--- config.mk ---
export PLATFORM = sky130hd
export DESIGN_NAME = keystroke_report_pacing_queue_top
export DESIGN_NICKNAME = d
export VERILOG_FILES = /design/src/hw/rtl/kprq_pkg.sv /design/src/hw/rtl/kprq_front.sv /design/src/hw/rtl/kprq_back.sv /design/src/hw/rtl/keystroke_report_pacing_queue_top.sv
export SDC_FILE = /design/constraint.sdc
export NUM_CORES = 2
export LEC_CHECK = 0
export BUFFER_PORTS_ARGS = -buffer_cell sky130_fd_sc_hd__buf_2
export CAP_MARGIN = 20
export CORE_MARGIN = 8
export CORE_UTILIZATION = 62
export CTS_BUF_LIST = sky130_fd_sc_hd__clkbuf_16
export CTS_CLUSTER_SIZE = 14
export DETAILED_ROUTE_END_ITERATION = 6
export PLACE_DENSITY = 0.79
export SKIP_CTS_REPAIR_TIMING = 1
export SYNTH_ARGS = -nofsm -noshare
export SYNTH_HDL_FRONTEND = slang
export SYNTH_SLANG_ARGS = --single-unit
--- constraint.sdc ---
create_clock -name clk -period 11.24 [get_ports clk]
set_input_delay 1.124 -clock clk [delete_from_list [all_inputs] [get_ports clk]]
set_output_delay 1.124 -clock clk [all_outputs]
set_load 0.01 [all_outputs]
--- src/hw/rtl/kprq_pkg.sv ---
// ----------------------------------------------------------------------------
// kprq_pkg
// Types and fixed constants of the keystroke report pacing queue.
// ----------------------------------------------------------------------------
`default_nettype none

package kprq_pkg;

  localparam int TIME_W  = 64;
  localparam int DELAY_W = 20;

  // HID codes that trigger the long pause
  localparam logic [7:0] KEY_ENTER    = 8'h28;
  localparam logic [7:0] KEY_R        = 8'h15;
  localparam logic [7:0] MOD_LEFT_GUI = 8'h08;

  localparam logic [DELAY_W-1:0] LONG_DELAY_RESET = 20'd150000;

  // Request kinds as seen on the input and in the command queue
  localparam logic KIND_PUSH = 1'b0;
  localparam logic KIND_TICK = 1'b1;

  typedef struct packed {
    logic              kind;
    logic [7:0]        modifier;
    logic [7:0]        keycode;
    logic [TIME_W-1:0] time_us;
  } item_t;

  typedef struct packed {
    logic [7:0] report_modifier;
    logic [7:0] report_keycode;
  } report_t;

  // Classified command handed from front to back
  typedef struct packed {
    logic              op;
    report_t           entry;
    logic [TIME_W-1:0] time_us;
  } cmd_t;

endpackage

`default_nettype wire

--- src/hw/rtl/kprq_front.sv ---
// ----------------------------------------------------------------------------
// kprq_front
// Accepts requests, classifies them and buffers them in a two-entry queue.
// ----------------------------------------------------------------------------
`default_nettype none

module kprq_front (
  input  wire logic           clk,
  input  wire logic           rst,
  input  wire logic           item_valid,
  output logic                item_stall,
  input  wire kprq_pkg::item_t item,
  output logic                cmd_valid,
  output kprq_pkg::cmd_t      cmd,
  input  wire logic           cmd_pop
);

  kprq_pkg::cmd_t slots [2];
  logic           wr_ptr;
  logic           rd_ptr;
  logic [1:0]     count;
  logic           accept;
  kprq_pkg::cmd_t classified;

  assign item_stall = (count == 2'd2);
  assign accept     = item_valid && !item_stall;
  assign cmd_valid  = (count != 2'd0);
  assign cmd        = slots[rd_ptr];

  // Classify: ticks carry only time, pushes only the key entry
  always_comb begin
    classified.op = item.kind;
    if (item.kind == kprq_pkg::KIND_TICK) begin
      classified.entry   = '0;
      classified.time_us = item.time_us;
    end else begin
      classified.entry.report_modifier = item.modifier;
      classified.entry.report_keycode  = item.keycode;
      classified.time_us               = '0;
    end
  end

  // Queue payload
  always_ff @(posedge clk) begin
    if (accept) begin
      slots[wr_ptr] <= classified;
    end
  end

  // Queue control
  always_ff @(posedge clk) begin
    if (rst) begin
      wr_ptr <= 1'b0;
      rd_ptr <= 1'b0;
      count  <= 2'd0;
    end else begin
      if (accept) begin
        wr_ptr <= !wr_ptr;
      end
      if (cmd_pop) begin
        rd_ptr <= !rd_ptr;
      end
      if (accept && !cmd_pop) begin
        count <= count + 2'd1;
      end else if (!accept && cmd_pop) begin
        count <= count - 2'd1;
      end
    end
  end

endmodule

`default_nettype wire

--- src/hw/rtl/kprq_back.sv ---
// ----------------------------------------------------------------------------
// kprq_back
// Entry ring memory, pacing check and report output register.
// ----------------------------------------------------------------------------
`default_nettype none

module kprq_back #(
  parameter int QUEUE_DEPTH = 64
) (
  input  wire logic                          clk,
  input  wire logic                          rst,
  input  wire logic                          long_delay_we,
  input  wire logic [kprq_pkg::DELAY_W-1:0]  long_delay_wdata,
  input  wire logic                          cmd_valid,
  input  wire kprq_pkg::cmd_t                cmd,
  output logic                               cmd_pop,
  output logic                               report_valid,
  input  wire logic                          report_stall,
  output kprq_pkg::report_t                  report
);

  localparam int PTR_W = $clog2(QUEUE_DEPTH);
  localparam logic [PTR_W-1:0] PTR_LAST  = PTR_W'(QUEUE_DEPTH - 1);
  localparam logic [PTR_W:0]   DEPTH_EXT = (PTR_W+1)'(QUEUE_DEPTH);
  localparam logic [PTR_W:0]   USED_MAX  = (PTR_W+1)'(QUEUE_DEPTH - 3);

  localparam logic [1:0] ST_IDLE  = 2'd0;
  localparam logic [1:0] ST_PUSH2 = 2'd1;
  localparam logic [1:0] ST_READ  = 2'd2;

  kprq_pkg::report_t               mem [QUEUE_DEPTH];
  kprq_pkg::report_t               rd_data;
  logic [1:0]                      state;
  logic [1:0]                      state_next;
  logic [PTR_W-1:0]                read_pointer;
  logic [PTR_W-1:0]                write_pointer;
  logic [PTR_W-1:0]                rd_ptr_inc;
  logic [PTR_W-1:0]                wr_ptr_inc;
  logic [kprq_pkg::TIME_W-1:0]     last_emit_time;
  logic                            long_wait_pending;
  logic [kprq_pkg::DELAY_W-1:0]    long_delay_us;
  logic [PTR_W:0]                  used;
  logic [kprq_pkg::TIME_W-1:0]     elapsed;
  logic [kprq_pkg::TIME_W-1:0]     delay;
  logic                            has_room;
  logic                            is_empty;
  logic                            is_due;
  logic                            out_free;
  logic                            mem_we;
  kprq_pkg::report_t               mem_wdata;
  logic                            rd_en;
  logic                            wr_adv;

  // Ring pointer increments with wrap at any depth
  assign rd_ptr_inc = (read_pointer == PTR_LAST) ? '0 : read_pointer + PTR_W'(1);
  assign wr_ptr_inc = (write_pointer == PTR_LAST) ? '0 : write_pointer + PTR_W'(1);

  // Fill level; a pair needs two free slots with one always left empty
  assign used = (write_pointer >= read_pointer)
              ? {1'b0, write_pointer} - {1'b0, read_pointer}
              : {1'b0, write_pointer} + DEPTH_EXT - {1'b0, read_pointer};
  assign has_room = (used <= USED_MAX);
  assign is_empty = (read_pointer == write_pointer);

  // Pacing check, time wraps modulo 2^64
  assign elapsed  = cmd.time_us - last_emit_time;
  assign delay    = long_wait_pending
                  ? {{(kprq_pkg::TIME_W-kprq_pkg::DELAY_W){1'b0}}, long_delay_us}
                  : '0;
  assign is_due   = (elapsed >= delay);
  assign out_free = !report_valid || !report_stall;

  // Sequencer decode
  always_comb begin
    state_next = state;
    cmd_pop    = 1'b0;
    mem_we     = 1'b0;
    mem_wdata  = cmd.entry;
    rd_en      = 1'b0;
    wr_adv     = 1'b0;
    case (state)
      ST_IDLE: begin
        if (cmd_valid) begin
          if (cmd.op == kprq_pkg::KIND_PUSH) begin
            cmd_pop = 1'b1;
            if (has_room) begin
              mem_we     = 1'b1;
              wr_adv     = 1'b1;
              state_next = ST_PUSH2;
            end
          end else if (is_empty || !is_due) begin
            cmd_pop = 1'b1;
          end else if (out_free) begin
            cmd_pop    = 1'b1;
            rd_en      = 1'b1;
            state_next = ST_READ;
          end
        end
      end
      ST_PUSH2: begin
        // release entry follows the press
        mem_we     = 1'b1;
        mem_wdata  = '0;
        wr_adv     = 1'b1;
        state_next = ST_IDLE;
      end
      ST_READ: begin
        state_next = ST_IDLE;
      end
      default: begin
        state_next = ST_IDLE;
      end
    endcase
  end

  // Entry memory, one write and one registered read
  always_ff @(posedge clk) begin
    if (mem_we) begin
      mem[write_pointer] <= mem_wdata;
    end
    if (rd_en) begin
      rd_data <= mem[read_pointer];
    end
  end

  // Report payload
  always_ff @(posedge clk) begin
    if (state == ST_READ) begin
      report <= rd_data;
    end
  end

  // Control state
  always_ff @(posedge clk) begin
    if (rst) begin
      state             <= ST_IDLE;
      read_pointer      <= '0;
      write_pointer     <= '0;
      last_emit_time    <= '0;
      long_wait_pending <= 1'b0;
      long_delay_us     <= kprq_pkg::LONG_DELAY_RESET;
      report_valid      <= 1'b0;
    end else begin
      state <= state_next;
      if (long_delay_we) begin
        long_delay_us <= long_delay_wdata;
      end
      if (wr_adv) begin
        write_pointer <= wr_ptr_inc;
      end
      if (rd_en) begin
        read_pointer   <= rd_ptr_inc;
        last_emit_time <= cmd.time_us;
      end
      if (state == ST_READ) begin
        report_valid      <= 1'b1;
        long_wait_pending <= (rd_data.report_keycode == kprq_pkg::KEY_ENTER) ||
                             (rd_data.report_modifier == kprq_pkg::MOD_LEFT_GUI &&
                              rd_data.report_keycode == kprq_pkg::KEY_R);
      end else if (report_valid && !report_stall) begin
        report_valid <= 1'b0;
      end
    end
  end

endmodule

`default_nettype wire

--- src/hw/rtl/keystroke_report_pacing_queue_top.sv ---
// Keystroke report pacing queue. Requests either push a key press with its
// all-zero release into a QUEUE_DEPTH-entry ring memory, or deliver the
// current microsecond time; a time request pops and reports the head entry
// once the pause since the last report has run out (long_delay_us after
// Enter or left GUI+R, none otherwise). A push that would leave fewer than
// one free slot is dropped. A two-request front queue takes requests while
// the back end works. In the back end a push makes two writes through the
// single memory write port, a time request that reports does a registered
// memory read and then loads the report register, and one that reports
// nothing only pops its request. A report waits in an output register; a
// reporting time request starts only when that register is free.
// ----------------------------------------------------------------------------
// keystroke_report_pacing_queue_top
// Front request queue, back pacing engine and configuration register port.
// ----------------------------------------------------------------------------
`default_nettype none

module keystroke_report_pacing_queue_top #(
  parameter int QUEUE_DEPTH = 64
) (
  input  wire logic                         clk,
  input  wire logic                         rst,
  input  wire logic                         long_delay_we,
  input  wire logic [kprq_pkg::DELAY_W-1:0] long_delay_wdata,
  input  wire logic                         item_valid,
  output logic                              item_stall,
  input  wire kprq_pkg::item_t              item,
  output logic                              report_valid,
  input  wire logic                         report_stall,
  output kprq_pkg::report_t                 report
);

  logic           cmd_valid;
  logic           cmd_pop;
  kprq_pkg::cmd_t cmd;

  // Request intake
  kprq_front u_front (
    .clk        (clk),
    .rst        (rst),
    .item_valid (item_valid),
    .item_stall (item_stall),
    .item       (item),
    .cmd_valid  (cmd_valid),
    .cmd        (cmd),
    .cmd_pop    (cmd_pop)
  );

  // Queue and pacing engine
  kprq_back #(
    .QUEUE_DEPTH (QUEUE_DEPTH)
  ) u_back (
    .clk              (clk),
    .rst              (rst),
    .long_delay_we    (long_delay_we),
    .long_delay_wdata (long_delay_wdata),
    .cmd_valid        (cmd_valid),
    .cmd              (cmd),
    .cmd_pop          (cmd_pop),
    .report_valid     (report_valid),
    .report_stall     (report_stall),
    .report           (report)
  );

endmodule

`default_nettype wire

# == Word level (Yosys, flattened, before mapping) ==
# Memory sizes are Yosys's and may differ from the RTL's. A register that Yosys moved wholly into a read port is not among the register bits.
# Cells that the tools add are included.
# word_totals
reg_bits,120
ramBits,1186
in_bits,106
out_inout_bits,18
wordCells,93
mem_count,2
# op_classes
n_addsub,8
magnitude_cmp,3
n_eq_ne,11
muxes,33
bitwise,1
n_reduce_logical,23
# mem_list
memory,depth,word_bits,rd,rd_clocked_by_memory_dff,write_ports,line,source
u_back.mem,64,16,1,1,1,kprq_back.sv:31,kprq_pkg::report_t mem [QUEUE_DEPTH];
u_front.slots,2,81,1,1,1,kprq_front.sv:18,kprq_pkg::cmd_t slots [2];
# op_table
cell,n
$mux W80,1
$ge A64 B64 Y1,1
$sub A64 B64 Y64,1
$mux W1,20
$mux W20,1
$mux W16,1
$add A6 B1 Y6 const B,2
$eq A6 B6 Y1 const B,2
$mux W2,6
$mux W6,2
$eq A8 B4 Y1 const B,1
$eq A8 B5 Y1 const B,1
$eq A8 B6 Y1 const B,1
$logic_not A1 Y1,8
$reduce_bool A2 Y1,4
$add A6 B7 Y7 const B,1
$le A7 B6 Y1 const B,1
$mux W7,1
$sub A6 B6 Y7,1
$sub A7 B6 Y7,1
$eq A6 B6 Y1,1
$ge A6 B6 Y1,1
$logic_and A1 B1 Y1,5
$eq A2 B2 Y1 const B,2
other kinds (10),13

# == Longest topological paths before layout ==
# depth
word_depth,11
depth_mapped,28
mapped_depth_nobuf,26

# == Modules after synthesis ==
# From an unflattened synthesis, not the netlist that was laid out.
# unflattened
hier_cells,3331
area_unflattened_um2,56467.9
# modules_own_cells
module,n_inst,cells_each,area_each_um2,seq_area_each_um2
kprq_back,1,2966,49844.1,33712.3
kprq_front,1,365,6623.9,4964.8

# == Worst setup path after synthesis ==
# OpenSTA, ideal clock, no wires.
# synth_timing
kind,register to register
start,reg (tool-made name)
end,reg u_front.count[1]
setup_ns,0.071
arrival_time_ns,6.179
t_required_ns,11.169
slack_ns,4.990
stages_incl_launch_ff,26
n_path_buf,2
period_less_slack_ns,6.250
cell_sequence,dfxtp_1 -> clkbuf_1 -> clkbuf_1 -> mux2i_1 -> ha_1 -> inv_1 -> fa_1 -> a211oi_1 -> o21ai_1 -> a22o_1 -> nor2_1 -> xnor2_1 -> ha_1 -> a21o_1 -> a221o_1 -> a2111o_1 -> nor4b_1 -> nand4_1 -> a2111oi_0 -> nand4_1 -> or4_4 -> nor4_1 -> nor2_1 -> ha_1 -> or3_1 -> a21oi_1
# synth_lines
item,line,source
end signal: assignment,kprq_front.sv:64,count <= count + 2'd1;
end signal: assignment,kprq_front.sv:66,count <= count - 2'd1;
end: declaration,kprq_front.sv:21,logic [1:0] count;

==> results.json <==
{
  "cp_data_required_time_ns": 11.90,
  "synth_edf_count": 1218,
  "design_area_um2": 63000,
  "place_congestion": 0.983,
  "cts.sinks": 1323,
  "start_util_pct": 62.2,
  "instances_no_fill": 4812,
  "overflow": 0,
  "violations": "DRC",
  "crit_top_cell": "a21oi_1",
  "cp_slowest_stage_delay_ns": 0.89,
  "port_buffers": 123,
  "io_pins": 124,
  "p_per_area_nw_per_um2": 240,
  "synth.area.top_cells": "edfxtp_1 65%, mux4_2 13%, dfxtp_1 3.7%",
  "htreeDepth": 4,
  "synth_nets": 3565,
  "netlist_area_um2": 56700,
  "syn-instance-count": 3365,
  "ir_drop_uv": 199,
  "r2r_setup_slack_ns": 3.83,
  "chipHeight_um": 318,
  "criticalPathCategory": "reg -> reg",
  "rows": 111,
  "core_area_um2": 91100,
  "status": "complete, but fails checks",
  "yosysTopAreaCell": "edfxtp_1",
  "endpoint_kind": "register",
  "critPathArrivalTime_ns": 8.07,
  "ant_nets": 0,
  "cts_tree": "yes",
  "async_reset_ff_share_pct": 0,
  "critical_path.top_delay_family": "compound AO/OA/AOI/OAI gates",
  "numCtsBuffers": 130,
  "fmax_mhz": 135,
  "clkTransAtPathRegs_ns": 0.06,
  "crit_chain": "mux2_2, ha_1, o211ai_1, a21oi_1, o21a_1, nor2_1, o21a_1, o21ai_0, xor2_1, ha_1, a41oi_1, o21ai_0, a21oi_1, a21oi_1, a2111oi_0, o221ai_1, nor4_1, nand3_1, or4_1, o21ai_4, buf_4, o21ai_0, a21oi_1",
  "slowest_stage": "dfxtp_4",
  "vias": 34000,
  "grt_use_total_pct": 31.2,
  "cts_root_buffer": "clkbuf_16",
  "pre_cts_ws_ns": 3.92,
  "worstMarginPinSlew_ns": 1.14,
  "routed_wl_um": 160000,
  "crit_buf_inv": 1,
  "maxCapViolations": 0,
  "dieArea_um2": 101000,
  "dp_cells": 4564,
  "seq_area_frac_synth_pct": 68.3,
  "grt_pass1_vias": 34100,
  "synth_ff_type": "edfxtp_1",
  "fp.dieW_um": 318,
  "synth.distinct_cells": 89,
  "setup_viol": 0,
  "drt-initial-drc-count": 4591,
  "slew_headroom_pct": 24.0,
  "postPlaceCellArea_um2": 58800,
  "post_route_cells_drive_above_1_share_pct": 23.9,
  "drv_slew": 0,
  "startpoint_type": "register",
  "cts_buffer_depth": 3,
  "rsz0062_at_grt": "no",
  "grt_pass1_wl_um": 232000,
  "total_power_uw": 15100,
  "ys_ff_latch": 1323,
  "syn_area_per_cell_um2": 16.8,
  "layout_setup_ws_ns": 3.83,
  "fin_crit_ns": 7.41,
  "synth_top_area_share_pct": 64.6,
  "fill_cells": 5522,
  "grt_max_degree": 83,
  "yosys_warnings": 0,
  "syn2layout_area_growth_pct": 11.2,
  "drc_errors": 10,
  "hold_class": "reg -> reg",
  "leakage_uw": 0.0200,
  "fin_tns_setup_ns": 0,
  "place_hpwl_um": 97400,
  "min_period_over_period_pct": 65.9,
  "hold_viol_final": 0,
  "wl_per_cell_um": 33.3,
  "skew_ns": 0.0316,
  "dr.pass1.iters": 7,
  "nNetsFinal": 3711,
  "viasPerCell": 7.06,
  "antenna_found_initial": 17,
  "clkLatencyLatePin_ns": 0.75,
  "cp_max_fo": 50
}
==> kinds of logic (layout without fill, tap and decap cells) <==
| group | Yosys count | in the layout | share of synthesized area [%] |
|---|---|---|---|
| AND/OR/NAND/NOR | 676 | 676 | 6.05 |
| buffers and inverters | 289 | 539 | 2.01 |
| other | 0 | 11 | 0 |
| flip-flops | 1323 | 1323 | 68.3 |
| multiplexers | 445 | 445 | 15.4 |
| AO/OA/AOI/OAI | 503 | 503 | 5.58 |
| adder cells (fa/ha/maj) | 94 | 94 | 2.10 |
| XOR/XNOR | 35 | 35 | 0.541 |
==> Yosys cell counts (all sizes together), types with 5 or more instances <==
cell	number
mux2i	40
clkbuf	131
and4	9
a311oi	5
o211a	5
mux4	336
nor3	30
inv	91
a21boi	5
nand4b	5
nor2	183
o21bai	6
o311ai	6
nor2b	36
xnor2	17
a31oi	10
a211oi	22
or2	8
o21ai	128
edfxtp	1218
o21a	19
a221oi	7
mux2	69
nand3	89
o211ai	18
nor4	17
a211o	11
nand4	46
buf	67
o221ai	6
a2111oi	6
o22ai	7
xor2	18
a21o	16
a221o	5
and2	76
ha	92
or3	18
and3	6
dfxtp	105
a21oi	178
nand2	123
nand2b	13
==> sequential cells by signal, indices dropped and copies added (netlist names), 2 cells and up, named ones only <==
signal and flops:
u_back.mem 1024, u_back.long_delay_us 20, u_back.rd_data 16, u_front.count 2, u_front.slots 162, u_back.state 2, u_back.last_emit_time 64, u_back.read_pointer 6
u_back.write_pointer 6, u_back.report 16
==> cell usage in the layout (no fill, tap or decap), types with 20 or more instances in the layout <==
cell and count:
nor2b_1 35, nand2_1 122, clkinv_2 20, and2_1 76, buf_2 122, o21ai_0 117
ha_1 92, mux2i_1 40, clkinv_1 33, a21oi_1 174, edfxtp_1 1218, nor2_1 151
nand3_1 89, a211oi_1 21, inv_1 115, mux2_2 68, nand4_1 45, mux4_2 336
dfxtp_1 101, buf_4 86, clkbuf_16 132, nor3_1 29
==> worst register-to-register path, delay by kind of cell, from the launching register on <==
kind | cells | cell delay, ns
multiplexers | 1 | 0.47
AO/OA/AOI/OAI | 14 | 3.37
flip-flops | 1 | 0.89
AND/OR/NAND/NOR | 4 | 1.17
XOR/XNOR | 1 | 0.22
adder cells (fa/ha/maj) | 2 | 0.68
buffers and inverters | 1 | 0.55
==> final cells by class <==
type	instances	area, um2	share of cell area (%)
Sequential cell	1323	38700	61.4
Clock inverter	104	810	1.28
Clock buffer	132	3300	5.24
Antenna cell	11	27.5	0.0437
Tap cell	1186	1480	2.35
Timing Repair Buffer	212	1330	2.11
Multi-Input combinational cell	1753	17000	27.0
Inverter	91	344	0.546
==> per-stage QoR <==
stage / utilization (%) / hold slack (ns)
after floorplan: - / 0.418
after global placement: 64.5 / 0.442
after detailed placement: 64.6 / 0.440
after CTS: 69.1 / 0.454
after global routing: 69.1 / 0.472
final: 69.2 / 0.456
==> routing by layer <==
| metal | part of all wire, % | global-route usage, % | vias up |
|---|---|---|---|
| met5 | 0.078 | 1.16 | - |
| met4 | 5.1 | 13.7 | 8 |
| met3 | 11 | 8.51 | 538 |
| met2 | 48 | 50.2 | 2441 |
| met1 | 36 | 39.8 | 17200 |
| li1 | - | - | 13800 |
==> path summary, 6_finish.rpt <==
kind / from / end / depth (start not counted)
worst max-delay path: register / u_back.last_emit_time[62] / 23
worst min-delay path: u_back.rd_data[1] / u_back.report[1] / 0
worst max register to register: register / u_back.last_emit_time[62] / 23
worst min register to register: u_back.rd_data[1] / u_back.report[1] / 0
==> report_power, final <==
part	total, uW	switching, uW	internal, uW
Sequential	6250	166	6090
Combinational	4640	3090	1550
Clock	4200	1890	2320
No activity file was read; power rests on OpenSTA's default activity.
